## src/hdl/tcw_pkg.sv

```systemverilog
// Shared types and constants for the text console writer.
// No dependencies; imported by tcw_ctrl, tcw_datapath and text_console_writer.
package tcw_pkg;

    // Input beat
    typedef struct packed {
        logic       mode;
        logic [7:0] char_code;
        logic [10:0] cell_index;
        logic       last_of_write;
    } t_in_item;

    // Output beat
    typedef struct packed {
        logic [10:0] cursor_cell;
        logic [7:0]  read_char;
        logic [7:0]  read_attr;
        logic        scrolled;
        logic        write_done;
    } t_out_item;

    localparam logic [7:0] CODE_NEWLINE   = 8'd10;
    localparam logic [7:0] CODE_TAB       = 8'd9;
    localparam logic [7:0] CODE_BACKSPACE = 8'd8;
    localparam logic [7:0] CODE_SPACE     = 8'd32;

    localparam logic       MODE_WRITE = 1'b0;
    localparam logic       MODE_READ  = 1'b1;

    localparam logic [7:0] TEXT_ATTR_RESET = 8'd7;

    // Decoded item operation
    typedef logic [2:0] t_op;
    localparam t_op OP_READ      = 3'd0;
    localparam t_op OP_CHAR      = 3'd1;
    localparam t_op OP_NEWLINE   = 3'd2;
    localparam t_op OP_TAB       = 3'd3;
    localparam t_op OP_BACKSPACE = 3'd4;

    // Controller -> datapath
    typedef struct packed {
        logic latch;       // take the input beat
        logic exec;        // perform the item's operation
        logic put_space;   // second space of a tab
        logic prime;       // start a scroll, first source read
        logic copy_step;   // copy one cell up by a row
        logic clear_step;  // zero one cell
        logic load;        // load the output register
    } t_dp_cmd;

    // Datapath -> controller
    typedef struct packed {
        t_op  op;
        logic at_last_cell;
        logic on_last_row;
        logic at_copy_end;
        logic at_clear_end;
        logic out_free;
    } t_dp_status;

endpackage

```

## src/hdl/tcw_ctrl.sv

```systemverilog
// Controller state machine for the text console writer.
// Depends on tcw_pkg; drives tcw_datapath through t_dp_cmd.
module tcw_ctrl #(
    parameter int ROWS        = 25,
    parameter int STATUS_ROWS = 2
) (
    input  logic               i_clk,
    input  logic               i_rst_n,
    input  logic               i_in_valid,
    output logic               o_in_stall,
    input  tcw_pkg::t_dp_status i_status,
    output tcw_pkg::t_dp_cmd    o_cmd
);
    import tcw_pkg::*;

    localparam logic HAS_COPY = (STATUS_ROWS + 1 < ROWS);

    localparam logic [2:0] S_CLEAR  = 3'd0;
    localparam logic [2:0] S_IDLE   = 3'd1;
    localparam logic [2:0] S_EXEC   = 3'd2;
    localparam logic [2:0] S_PUT2   = 3'd3;
    localparam logic [2:0] S_PRIME  = 3'd4;
    localparam logic [2:0] S_COPY   = 3'd5;
    localparam logic [2:0] S_CLRROW = 3'd6;
    localparam logic [2:0] S_LOAD   = 3'd7;

    logic [2:0] r_state, n_state;
    logic       r_tab2, n_tab2;
    logic       exec_wrap;

    // Would the item's own operation run off the end of the screen
    assign exec_wrap = ((i_status.op == OP_NEWLINE) && i_status.on_last_row) ||
                       (((i_status.op == OP_CHAR) || (i_status.op == OP_TAB)) &&
                        i_status.at_last_cell);

    always_comb begin
        n_state = r_state;
        n_tab2  = r_tab2;
        o_cmd   = '0;
        case (r_state)
            S_CLEAR: begin
                o_cmd.clear_step = 1'b1;
                if (i_status.at_clear_end) n_state = S_IDLE;
            end
            S_IDLE: begin
                if (i_in_valid) begin
                    o_cmd.latch = 1'b1;
                    n_state     = S_EXEC;
                end
            end
            S_EXEC: begin
                if (i_status.out_free) begin
                    o_cmd.exec = 1'b1;
                    if (exec_wrap) begin
                        n_tab2  = (i_status.op == OP_TAB);
                        n_state = S_PRIME;
                    end else if (i_status.op == OP_TAB) begin
                        n_state = S_PUT2;
                    end else begin
                        o_cmd.load = 1'b1;
                        n_state    = S_IDLE;
                    end
                end
            end
            S_PUT2: begin
                o_cmd.put_space = 1'b1;
                n_state = i_status.at_last_cell ? S_PRIME : S_LOAD;
            end
            S_PRIME: begin
                o_cmd.prime = 1'b1;
                n_state = HAS_COPY ? S_COPY : S_CLRROW;
            end
            S_COPY: begin
                o_cmd.copy_step = 1'b1;
                if (i_status.at_copy_end) n_state = S_CLRROW;
            end
            S_CLRROW: begin
                o_cmd.clear_step = 1'b1;
                if (i_status.at_clear_end) begin
                    if (r_tab2) begin
                        n_tab2  = 1'b0;
                        n_state = S_PUT2;
                    end else begin
                        n_state = S_LOAD;
                    end
                end
            end
            S_LOAD: begin
                if (i_status.out_free) begin
                    o_cmd.load = 1'b1;
                    n_state    = S_IDLE;
                end
            end
            default: n_state = S_IDLE;
        endcase
    end

    assign o_in_stall = (r_state != S_IDLE);

    always_ff @(posedge i_clk) begin
        if (!i_rst_n) begin
            r_state <= S_CLEAR;
            r_tab2  <= 1'b0;
        end else begin
            r_state <= n_state;
            r_tab2  <= n_tab2;
        end
    end

endmodule

```

## config.mk

```make
export PLATFORM = sky130hd
export DESIGN_NAME = tcw_ctrl
export DESIGN_NICKNAME = d
export VERILOG_FILES = /design/src/hdl/tcw_pkg.sv /design/src/hdl/tcw_ctrl.sv
export SDC_FILE = /design/constraint.sdc
export NUM_CORES = 1
export LEC_CHECK = 0
export BUFFER_PORTS_ARGS = -buffer_cell sky130_fd_sc_hd__clkbuf_2
export CORE_AREA = 2 2 39 41
export DETAILED_ROUTE_END_ITERATION = 12
export DIE_AREA = 0 0 41 43
export PLACE_DENSITY = 0.69
export SYNTH_ARGS = -nofsm -noshare
export SYNTH_HDL_FRONTEND = slang
export SYNTH_SLANG_ARGS = --single-unit
```

## constraint.sdc

```tcl
create_clock -name i_clk -period 4.39 [get_ports i_clk]
set_input_delay 1.317 -clock i_clk [delete_from_list [all_inputs] [get_ports i_clk]]
set_output_delay 1.317 -clock i_clk [all_outputs]
set_load 0.01 [all_outputs]
```

## After elaboration in Yosys (flattened, before gate mapping)

Index checks and enable logic that the tools add are counted.

- Muxes and demuxes: 27
- Eq/ne operators: 18
- Reduce and logical (&&, ||, !) cells: 9

Operator list:

| operator | number |
|---|---|
| 3-bit two-way mux | 8 |
| 3-bit case mux with 8 select lines | 1 |
| 1-bit two-way mux | 14 |
| 2-bit inequality test, second input constant | 7 |
| 3-bit by 2-bit == test with 1-bit output, second input constant | 4 |
| 3-bit == test, second input constant | 4 |
| 3-bit by 1-bit == test with 1-bit output, second input constant | 2 |
| 6-bit AND reduction | 1 |
| 2-bit two-way mux | 2 |
| 1-bit case mux with 2 select lines | 2 |
| 4-bit AND reduction | 1 |
| 3-bit zero test | 1 |
| 3-bit by 1-bit inequality test with 1-bit output, second input constant | 1 |
| 1-bit logical AND | 2 |
| 1-bit logical OR | 2 |
| 2-bit nonzero test | 1 |
| 2-bit OR reduction | 1 |

- Register bits after elaboration: 4

## Logic depth before layout (Yosys ltp)

Gate-level depths: netlist of the first run.

- Depth in word-level cells: 7
- Depth in mapped cells: 5
- Mapped depth without buffers: 4

## Worst setup path after synthesis of the first run

No wires, ideal clock.

- Path type: input -> output
- Start point: in i_status[5] in the netlist's numbering
- End point: out o_cmd[0] in the netlist's numbering
- Path slack: 1175 ps
- Buffers on the path: 0
- Stages on the path: 4
- Data required time: 3073 ps
- Data arrival time: 1898 ps
- Cells stage by stage: nand3b_1 a21o_1 nand4b_1 a21oi_1

RTL lines:

| what | RTL line | RTL |
|---|---|---|
| start, declared | tcw_ctrl.sv:11 | `input tcw_pkg::t_dp_status i_status,` |
| end, declared | tcw_ctrl.sv:12 | `output tcw_pkg::t_dp_cmd o_cmd` |

==> results of run 1 <==
[where the power goes]
group	switching (mW)	total, mW	internal (mW)
sequential	0.0169	0.0580	0.0411
clock	0.0130	0.0434	0.0304
combinational	0.0366	0.0750	0.0385
[cell type report]
| cell class | count | share of cell area (%) |
|---|---|---|
| clock buffer | 3 | 4.157 |
| inverter | 3 | 2.079 |
| multi-input combinational | 46 | 58.66 |
| sequential | 4 | 14.78 |
| tap | 16 | 3.695 |
| timing repair buffer | 18 | 16.63 |
[path summary, 6_finish.rpt]
kind	from	endpoint	cells after the start
setup / recovery	i_status[5]	o_cmd[0]	6
hold / removal	r_tab2	r_tab2	2
setup reg to reg	r_state[0]	r_state[0]	4
hold reg to reg	r_tab2	r_tab2	2
[sequential cells by signal (all words and copies together), names as in the netlist]
signal	flops
r_state	3
r_tab2	1
[kinds of logic after synthesis]
| logic type | Yosys count | synth area share (%) |
|---|---|---|
| compound gates | 13 | 21.16 |
| xor+xnor | 1 | 2.029 |
| buf+inv | 7 | 7.826 |
| flops | 4 | 18.55 |
| mux | 4 | 12.46 |
| simple gates | 28 | 37.97 |
[cells in the final DEF, fill, tap and decap left out]
cell and count:
and2_1 2, a31oi_1 1, xor2_1 1, and3_1 1
nor3b_1 3, clkinv_1 1, nand3_1 1, mux4_2 1
mux2i_1 2, nand3b_1 3, nor2_2 1, a21o_1 1
mux2_2 1, nand2_1 6, or3_1 1, o21ai_0 1
clkbuf_4 3, nand4b_1 1, a21oi_1 4, dfxtp_1 4
nand2b_1 2, o311a_2 1, o21bai_1 2, a211o_1 1
clkbuf_2 18, nor2_1 4, a2111oi_0 1, or4_1 2
inv_1 2, a221oi_1 1, nor2b_2 1
[metal layers]
layer / GRT usage (%) / up-vias
met5: 0 / -
met4: 8.000 / 0
met3: 1.571 / 0
met2: 19.69 / 13
met1: 17.04 / 205
li1: - / 242
[critical path: cells and delay by family]
family | cells | cell delay, ns
AOI/OAI and AO/OA | 2 | 0.32
buffers and inverters | 2 | 0.23
and+or+nand+nor | 2 | 0.23
[through the flow]
| stage | hold slack (ns) | util, % | instance area [µm²] |
|---|---|---|---|
| 2_1_floorplan | 0.4472 | - | 431.7 |
| 3_3_place_gp | 0.4825 | 37.52 | 519.2 |
| 3_5_place_dp | 0.4953 | 37.52 | 519.2 |
| 4_1_cts | 0.5032 | 39.15 | 541.8 |
| 5_1_grt | 0.5266 | 39.15 | 541.8 |
| 6_report | 0.5072 | 39.15 | 541.8 |
==> metrics.txt, run 1 <==
PD cells 325.7 nW/µm²; Final Max Tran Viols 0; Yosys top cell by area dfxtp_1; core area ~1400 µm²; most frequent cells after synthesis nand2_1 (6), a21oi_1 (4), dfxtp_1 (4), nor2_1 (4); met3 wire len 52 µm; Die Ht ~43 µm; vias in the first global route 407; asr flop ratio synth 0%; 1st-pass router iterations 2; fin crit share 77.91%; max layer used met3; clock skew 0.001706 ns; Congestion Overflow GR 0; register area 80.08 µm²; synthesized instance count 57; Setup TNS 0 ns; drt total wl around 1.0 mm; Die Width between 40 and 50 µm; Design Power about 180 µW; actual slew at the worst max-slew pin 0.5160 ns; layout cells sized above 1 35.14%; area delta synth->final 25.51%; synthesized net count 68; Multi-input gate area about 320 µm²; Clock Root Buffer clkbuf_4; Vias between 400 and 500; Avg Synthesized Cell Area 7.573 µm²; Detailed Place HPWL 785.9 µm; CTS tree done; Synth Register Bits 4; PostCTS Resize Cnt 0; GRT Total Usage 13.15%; RSZ-0062 raised after global routing false; initial DRC count 9; YS warnings 0; status complete, no violations; I/O pin count 19; sequential area share after synthesis 18.55%; Post-Place Worst Slack between 0.9 and 1 ns; CTS clk-pin slew, worst paths 0.03 ns; largest net degree at the start of global routing 19; metal2 WL about 480 µm; Post-synth EDFFs 0; CP arrival 2.10 ns; Mapped Area 431.7 µm²; top post-synthesis cells by area dfxtp_1 (19%), mux4_2 (5.2%), nand2_1 (5.2%); Worst Hold Class reg2reg; max incr delay on CP between 0.15 and 0.2 ns; fin cells 90; post-route setup slack 0.9698 ns; WL met1 477 µm; Placer Congestion 0.7408; slowest stage cell, crit path a21o_1; worst path cell trace clkbuf_2, nand3b_1, a21o_1, nand4b_1, a21oi_1, clkbuf_2; TritonCTS Sinks 4; CTS Buffer Depth 2; Max Freq 292.4 MHz; min Tclk post-route 3.420 ns; WL/cell between 10 and 15 µm; slack of the worst reg-to-reg path 2.35 ns; hold_buf cts 0; total clock buffers created by CTS 3; most common cell in the netlist nand2_1; global-route wire length before repair about 1.6 mm; Yosys cell types 31; cell total after placement 87; Slew headroom 65.55%; max-cap violation count 0; Final nets 87; VDD IR max 167.5 µV; PortBufs 18; Worst setup SP type primary input; clock latency on the worst-skew pair 0.23 ns; Final Setup Violations 0; drt drc 0; Routed Antenna Nets 0; n_diodes 0; filler cell count 155; die area between 1500 and 2000 µm²; Max Fanout on Critical Path 4; leakage 0.2360 nW; top-area cell type share of the netlist area between 10% and 20%; Via density between 5 and 6; Final Hold Viols 0; CP Data Required Time 3.07 ns; CP Class in2out; Starting Density 31.19%; Crit path top cell by count clkbuf_2; setup repair bufs after CTS 0; antenna violations before repair 0; num rows 14; CP Capture Type output pin; top_reg_cell synth dfxtp_1; number of H-tree levels 1
Note: power is estimated with default switching activity, not from simulation.
==> run 2, diff against run 1 <==
Settings changed: ABC_AREA set to 1, PLACE_DENSITY 0.69 to 0.74.
Clock period 4.39 ns to 3.51 ns, I/O delays scaled along.
==> metrics.txt, run 2 <==
Flop pwr share 27.8% (-5.1 points); status complete, no violations; slack of the worst reg-to-reg path 1.99 ns (-0.36 ns); antenna violations before repair 0 (unchanged); max-cap violation count 0 (unchanged); 1st-pass router iterations 4 (+2); Avg Synthesized Cell Area 5.993 µm² (-21%); vias in the first global route 433 (+6.4%); number of H-tree levels 1 (unchanged); asr flop ratio synth 0% (unchanged); reg2reg start r_state[2]; num rows 14 (unchanged); CP Class in2out; Worst Hold Depth 2 (unchanged); I/O pin count 19 (unchanged); max reg flops 3 (unchanged); max layer used met3; most frequent cells after synthesis nand2_1 (17), nand3_1 (11), inv_1 (10), nor2_1 (10), nand4_1 (5); top post-synthesis cells by area dfxtp_1 (16%), nand2_1 (13%), nand3_1 (11%); Detailed Place HPWL 869.6 µm (+11%); Congestion Overflow GR 0 (unchanged); Via density 4.817 (-5.7%); Hold EP r_tab2; Clock Root Buffer clkbuf_4; synthesized instance count 81 (+42%); Reg with most FFs r_state; GRT Total Usage 12.96% (-0.19 points); Switching Share 50.43% (+13 points); top-area cell type share of the netlist area 16.49% (-2.1 points); clock latency on the worst-skew pair 0.24 ns (about the same); die area 1763 µm² (unchanged); min Tclk post-route roughly 2.8 ns; Hold Path Origin r_tab2; initial DRC count 11 (+2); CP Capture Type output pin; Int Power 174.9 µW (+59%); Worst setup SP type primary input; PortBufs 18 (unchanged); actual slew at the worst max-slew pin 0.5031 ns (-0.01289 ns); CTS clk-pin slew, worst paths 0.04 ns (about the same); commonest non-fill, non-tap cell in the layout clkbuf_2; post-route setup slack 0.7352 ns (-0.2346 ns); Setup TNS 0 ns (unchanged); Post-synth EDFFs 0 (unchanged); PostCTS Resize Cnt 0 (unchanged); Final Max Tran Viols 0 (unchanged); Placer Congestion 0.7507 (+1.3%); Final Setup Violations 0 (unchanged); hold_buf cts 0 (unchanged); CP Data Required Time 2.46 ns (-0.61 ns); global-route wire length before repair 1.656 mm (+2.2%); reg2reg path depth 7 (+3); Yosys top cell by area dfxtp_1; Max Fanout on Critical Path 3 (-1); most common cell in the netlist nand2_1; Comb pwr share 55.9% (+13 points); Clk pwr share 16.3% (-8.3 points); commonest non-fill, non-tap cells in the layout clkbuf_2 (18), nand2_1 (17), nand3_1 (11), inv_1 (10), nor2_1 (10); PD cells 603.9 nW/µm² (+85%); VDD IR max 227.7 µV (+36%); Die Ht 43 µm (unchanged); Mapped Area 485.5 µm² (+12%); CP arrival 1.72 ns (-0.38 ns); largest net degree at the start of global routing 12 (-7); TritonCTS Sinks 4 (unchanged); Synth Register Bits 4 (unchanged); fin crit share 79.05%; metal2 WL 489 µm (+1.0%); Yosys cell types 19 (-39%); final core utilization 42.22% (+3.1 points); drt total wl 1.054 mm (+3.9%); fin cells 115 (+28%); Worst Hold Class reg2reg; Die Width 41 µm (unchanged); cell total after placement 112 (+29%); Max Freq approximately 360 MHz; YS warnings 0 (unchanged); Largest regs r_state x3, r_tab2 x1; layout cells sized above 1 33.33% (-1.8 points); setup repair bufs after CTS 0 (unchanged); Vias 554 (+20%); WL/cell 9.165 µm (-19%); Final Hold Viols 0 (unchanged); WHS 0.5352 ns (+0.02804 ns); met3 wire len 77 µm (+48%); Routed Antenna Nets 0 (unchanged); sequential area share after synthesis 16.49% (-2.1 points); CTS tree done; Slew headroom 66.41% (+0.86 points); Post-Place Worst Slack 0.7391 ns (-0.2347 ns); clock skew 0.006078 ns (+0.004371 ns); leakage 0.3235 nW (+37%); RSZ-0062 raised after global routing false; area delta synth->final 20.36%; top_reg_cell synth dfxtp_1; net switching power 178.0 µW (+170%); Starting Density 35.08% (+3.9 points); WL met1 487 µm (+2.1%); CTS Buffer Depth 2 (unchanged); n_diodes 0 (unchanged); Final nets 112 (+29%); synthesized net count 92 (+35%); drt drc 0 (unchanged); R2R Path End r_state[2]; total clock buffers created by CTS 3 (unchanged); core area 1384 µm² (unchanged)
[run 2: cell count changes in the layout (fill, tap and decap cells not counted), moves of 3 or more]
| cell | before | now |
|---|---|---|
| nor3b_1 | 3 | 0 |
| nand2_1 | 6 | 17 |
| inv_1 | 2 | 10 |
| nand3_1 | 1 | 11 |
| nand4_1 | 0 | 5 |
| nor2_1 | 4 | 10 |
| nand2_2 | 0 | 3 |
[run 2: per-layer routing]
| layer | up-vias | GRT usage [%] |
|---|---|---|
| li1 | 305 | - |
| met1 | 229 | 17.10 |
| met2 | 20 | 20.94 |
| met3 | 0 | 3.141 |
| met4 | 0 | 2.000 |
| met5 | - | 0 |
[run 2: worst max path at each step]
stage,start,to,slack [ns],depth (start not counted)
floorplan,i_status[3],o_cmd[0],0.94,5
global placement,i_status[6],o_cmd[0],0.74,7
detailed placement,i_status[6],o_cmd[0],0.74,7
CTS,i_status[6],o_cmd[0],0.74,7
global route,i_status[6],o_cmd[0],0.65,7
finish,i_status[6],o_cmd[0],0.74,7
[run 2: final cells by class]
type                    count  area [µm²]
clock buffers               3       22.52
well taps                  16       20.02
flip-flops and latches      4       80.08
multi-input cells          62       321.6
repair buffers             18       90.09
fillers                   143       799.5
inverters                  12       50.05
[run 2: cell families (layout without fill, tap and decap cells)]
logic type	after synthesis	count (layout)	share of synthesized area [%]
buf+inv	15	33	17.27
compound gates	6	6	6.186
simple gates	56	56	60.05
flops	4	4	16.50
[run 2: stage by stage]
| step | cell area (µm²) | power, mW |
|---|---|---|
| 2_1_floorplan | 485.5 | 0.2653 |
| 3_3_place_gp | 561.8 | 0.2961 |
| 3_5_place_dp | 561.8 | 0.2974 |
| 4_1_cts | 584.3 | 0.3550 |
| 5_1_grt | 584.3 | 0.3925 |
| 6_report | 584.3 | 0.3529 |
[run 2: worst max-delay path, stage by stage]
cell	delay (ns)
clkbuf_2	0.09
nand2_1	0.05
inv_1	0.03
nand2_1	0.09
nand4_1	0.11
a21oi_1	0.14
clkbuf_2	0.15
[run 2: power by group through the flow]
stage / Sequential (mW) / Clock (mW) / Combinational, mW
after floorplan: 0.0631 / 0 / 0.202
after CTS: 0.0981 / 0.0576 / 0.199
after global routing: 0.102 / 0.0624 / 0.228
final: 0.0982 / 0.0574 / 0.197
after global placement: 0.0985 / 0 / 0.198
after detailed placement: 0.0990 / 0 / 0.198
==> run 3, diff against run 2 <==
Settings changed: PLACE_DENSITY 0.74 to 0.76.
Clock period 3.51 ns to 2.53 ns, I/O delays scaled along.
==> metrics.txt, run 3 (synthesis results as in run 2) <==
setup repair bufs after CTS 0 (unchanged); Comb pwr share 56.4% (+0.5 points); Final nets 112 (unchanged); reg2reg path depth 7 (unchanged); global routing's busiest layer met2; RSZ-0062 raised after global routing false; area delta synth->final 20.36% (unchanged); Design Power 493.7 µW (+40%); Int Power 242.6 µW (+39%); num rows 14 (unchanged); total clock buffers created by CTS 3 (unchanged); post-route setup slack 0.1867 ns (-0.5486 ns); Critical Path Start r_state[1]; initial DRC count 21 (+10); clock skew 0.002671 ns (-0.003407 ns); fin crit share 92.62%; delay-heaviest family, CP flip-flops; max reg flops 3 (unchanged); Die Ht 43 µm (unchanged); R2R Path End r_state[0]; Largest regs r_state x3, r_tab2 x1; CP Class reg2out; commonest non-fill, non-tap cells in the layout clkbuf_2 (18), nand2_1 (17), nand3_1 (11), inv_1 (10), nor2_1 (10); die area 1763 µm² (unchanged); Slew headroom 66.95% (+0.54 points); Max Freq about 430 MHz; leakage 0.3235 nW (unchanged); max incr delay on CP 0.55 ns (+0.40 ns); hold_buf cts 0 (unchanged); Die Width 41 µm (unchanged); Detailed Place HPWL 870.5 µm (+0.10%); Starting Density 35.08% (unchanged); antenna violations before repair 0 (unchanged); global-route wire length before repair 1.780 mm (+7.5%); worst path cell trace inv_4, nor3_4, nand4_1, a21oi_1, clkbuf_2; Congestion Overflow GR 0 (unchanged); Via density 4.887 (+1.4%); final core utilization 42.22% (unchanged); max-cap violation count 0 (unchanged); drt drc 0 (unchanged); CP Capture Type output pin; Setup TNS 0 ns (unchanged); Routed Antenna Nets 0 (unchanged); commonest non-fill, non-tap cell in the layout clkbuf_2; GR Layer Usage met1 20.00% (+2.9 points); Flop pwr share 27.7% (about the same); clock latency on the worst-skew pair 0.23 ns (about the same); Hold EP r_tab2; PortBufs 18 (unchanged); met2 GRT Util 20.63% (-0.31 points); I/O pin count 19 (unchanged); VDD IR max 323.0 µV (+42%); CP arrival 1.58 ns (-0.14 ns); Reg with most FFs r_state; CP bufs+invs 2 (-1); largest net degree at the start of global routing 12 (unchanged); PD cells 844.9 nW/µm² (+40%); layout cells sized above 1 33.33% (unchanged); slowest stage cell, crit path dfxtp_1; CTS tree done; filler cell count 155 (+8.4%); WHS 0.5216 ns (-0.01358 ns); PostCTS Resize Cnt 0 (unchanged); net switching power 251.1 µW (+41%); Max Fanout on Critical Path 10 (+7); Final Max Tran Viols 0 (unchanged); status complete, no violations; Vias 562 (+1.4%); M3 GR Usage 3.141% (unchanged); drt total wl 1.089 mm (+3.3%); n_diodes 0 (unchanged); Post-Place Worst Slack 0.2909 ns (-0.4482 ns); Hold Path Origin r_tab2; CTS Buffer Depth 2 (unchanged); Switching Share 50.86% (+0.43 points); CTS clk-pin slew, worst paths 0.04 ns (about the same); slack of the worst reg-to-reg path 1.01 ns (-0.98 ns); number of H-tree levels 1 (unchanged); min Tclk post-route roughly 2.3 ns; 1st-pass router iterations 4 (unchanged); Placer Congestion 0.7754 (+3.3%); CP Data Required Time 1.77 ns (-0.69 ns); Worst setup SP type flop; Worst Hold Depth 2 (unchanged); Clk pwr share 16.0% (-0.3 points); GRT Total Usage 14.07% (+1.1 points); core area 1384 µm² (unchanged); actual slew at the worst max-slew pin 0.4950 ns (-0.008119 ns); vias in the first global route 455 (+5.1%); Clock Root Buffer clkbuf_4; Final Hold Viols 0 (unchanged); WL/cell 9.470 µm (+3.3%); reg2reg start r_state[2]; Worst Hold Class reg2reg; Final Setup Violations 0 (unchanged); TritonCTS Sinks 4 (unchanged)
-- run 3: cell counts in the layout (fill, tap and decap cells not counted) --
No cell type changed its count.
-- run 3: metrics by stage --
step / cell area, µm² / instances
5_1_grt: 584.3 / 115
3_5_place_dp: 561.8 / 112
2_1_floorplan: 485.5 / 81
3_3_place_gp: 561.8 / 112
4_1_cts: 584.3 / 115
6_report: 584.3 / 115
-- run 3: routing by layer --
metal / wire length, µm / share of wire (%) / up-vias
met3: 69 / 6.3 / 2
met2: 492 / 45 / 23
met4: 12 / 1.1 / 0
met1: 514 / 47 / 236
met5: 0 / 0 / -
li1: - / - / 301
-- run 3: area by class of cell --
class	instances	area [µm²]	area share, %
clock buffer	3	22.52	3.854
tap	16	20.02	3.426
multi-input combinational	62	321.6	55.03
timing repair buffer	18	90.09	15.42
inverter	12	50.05	8.565
sequential	4	80.08	13.70
-- run 3: worst max path at each step --
stage	to	depth (start not counted)
after global placement	o_cmd[0]	7
after detailed placement	o_cmd[0]	7
final	o_cmd[0]	5
after floorplan	o_cmd[0]	5
after CTS	o_cmd[0]	5
after global routing	o_cmd[0]	5
-- run 3: worst reg2reg max path, stage by stage (launching register included) --
cell     delay, ns
dfxtp_1       0.58
inv_1         0.24
nand3_1       0.13
nand2_1       0.09
nor2_4        0.14
nand2_2       0.08
nor2_1        0.10
nor2_1        0.05
-- run 3: power groups by stage --
stage	combinational, mW	sequential, mW	clock, mW
3_3_place_gp	0.273	0.137	0
3_5_place_dp	0.278	0.136	0
5_1_grt	0.319	0.142	0.0853
6_report	0.278	0.136	0.0789
2_1_floorplan	0.281	0.0876	0
4_1_cts	0.281	0.136	0.0812
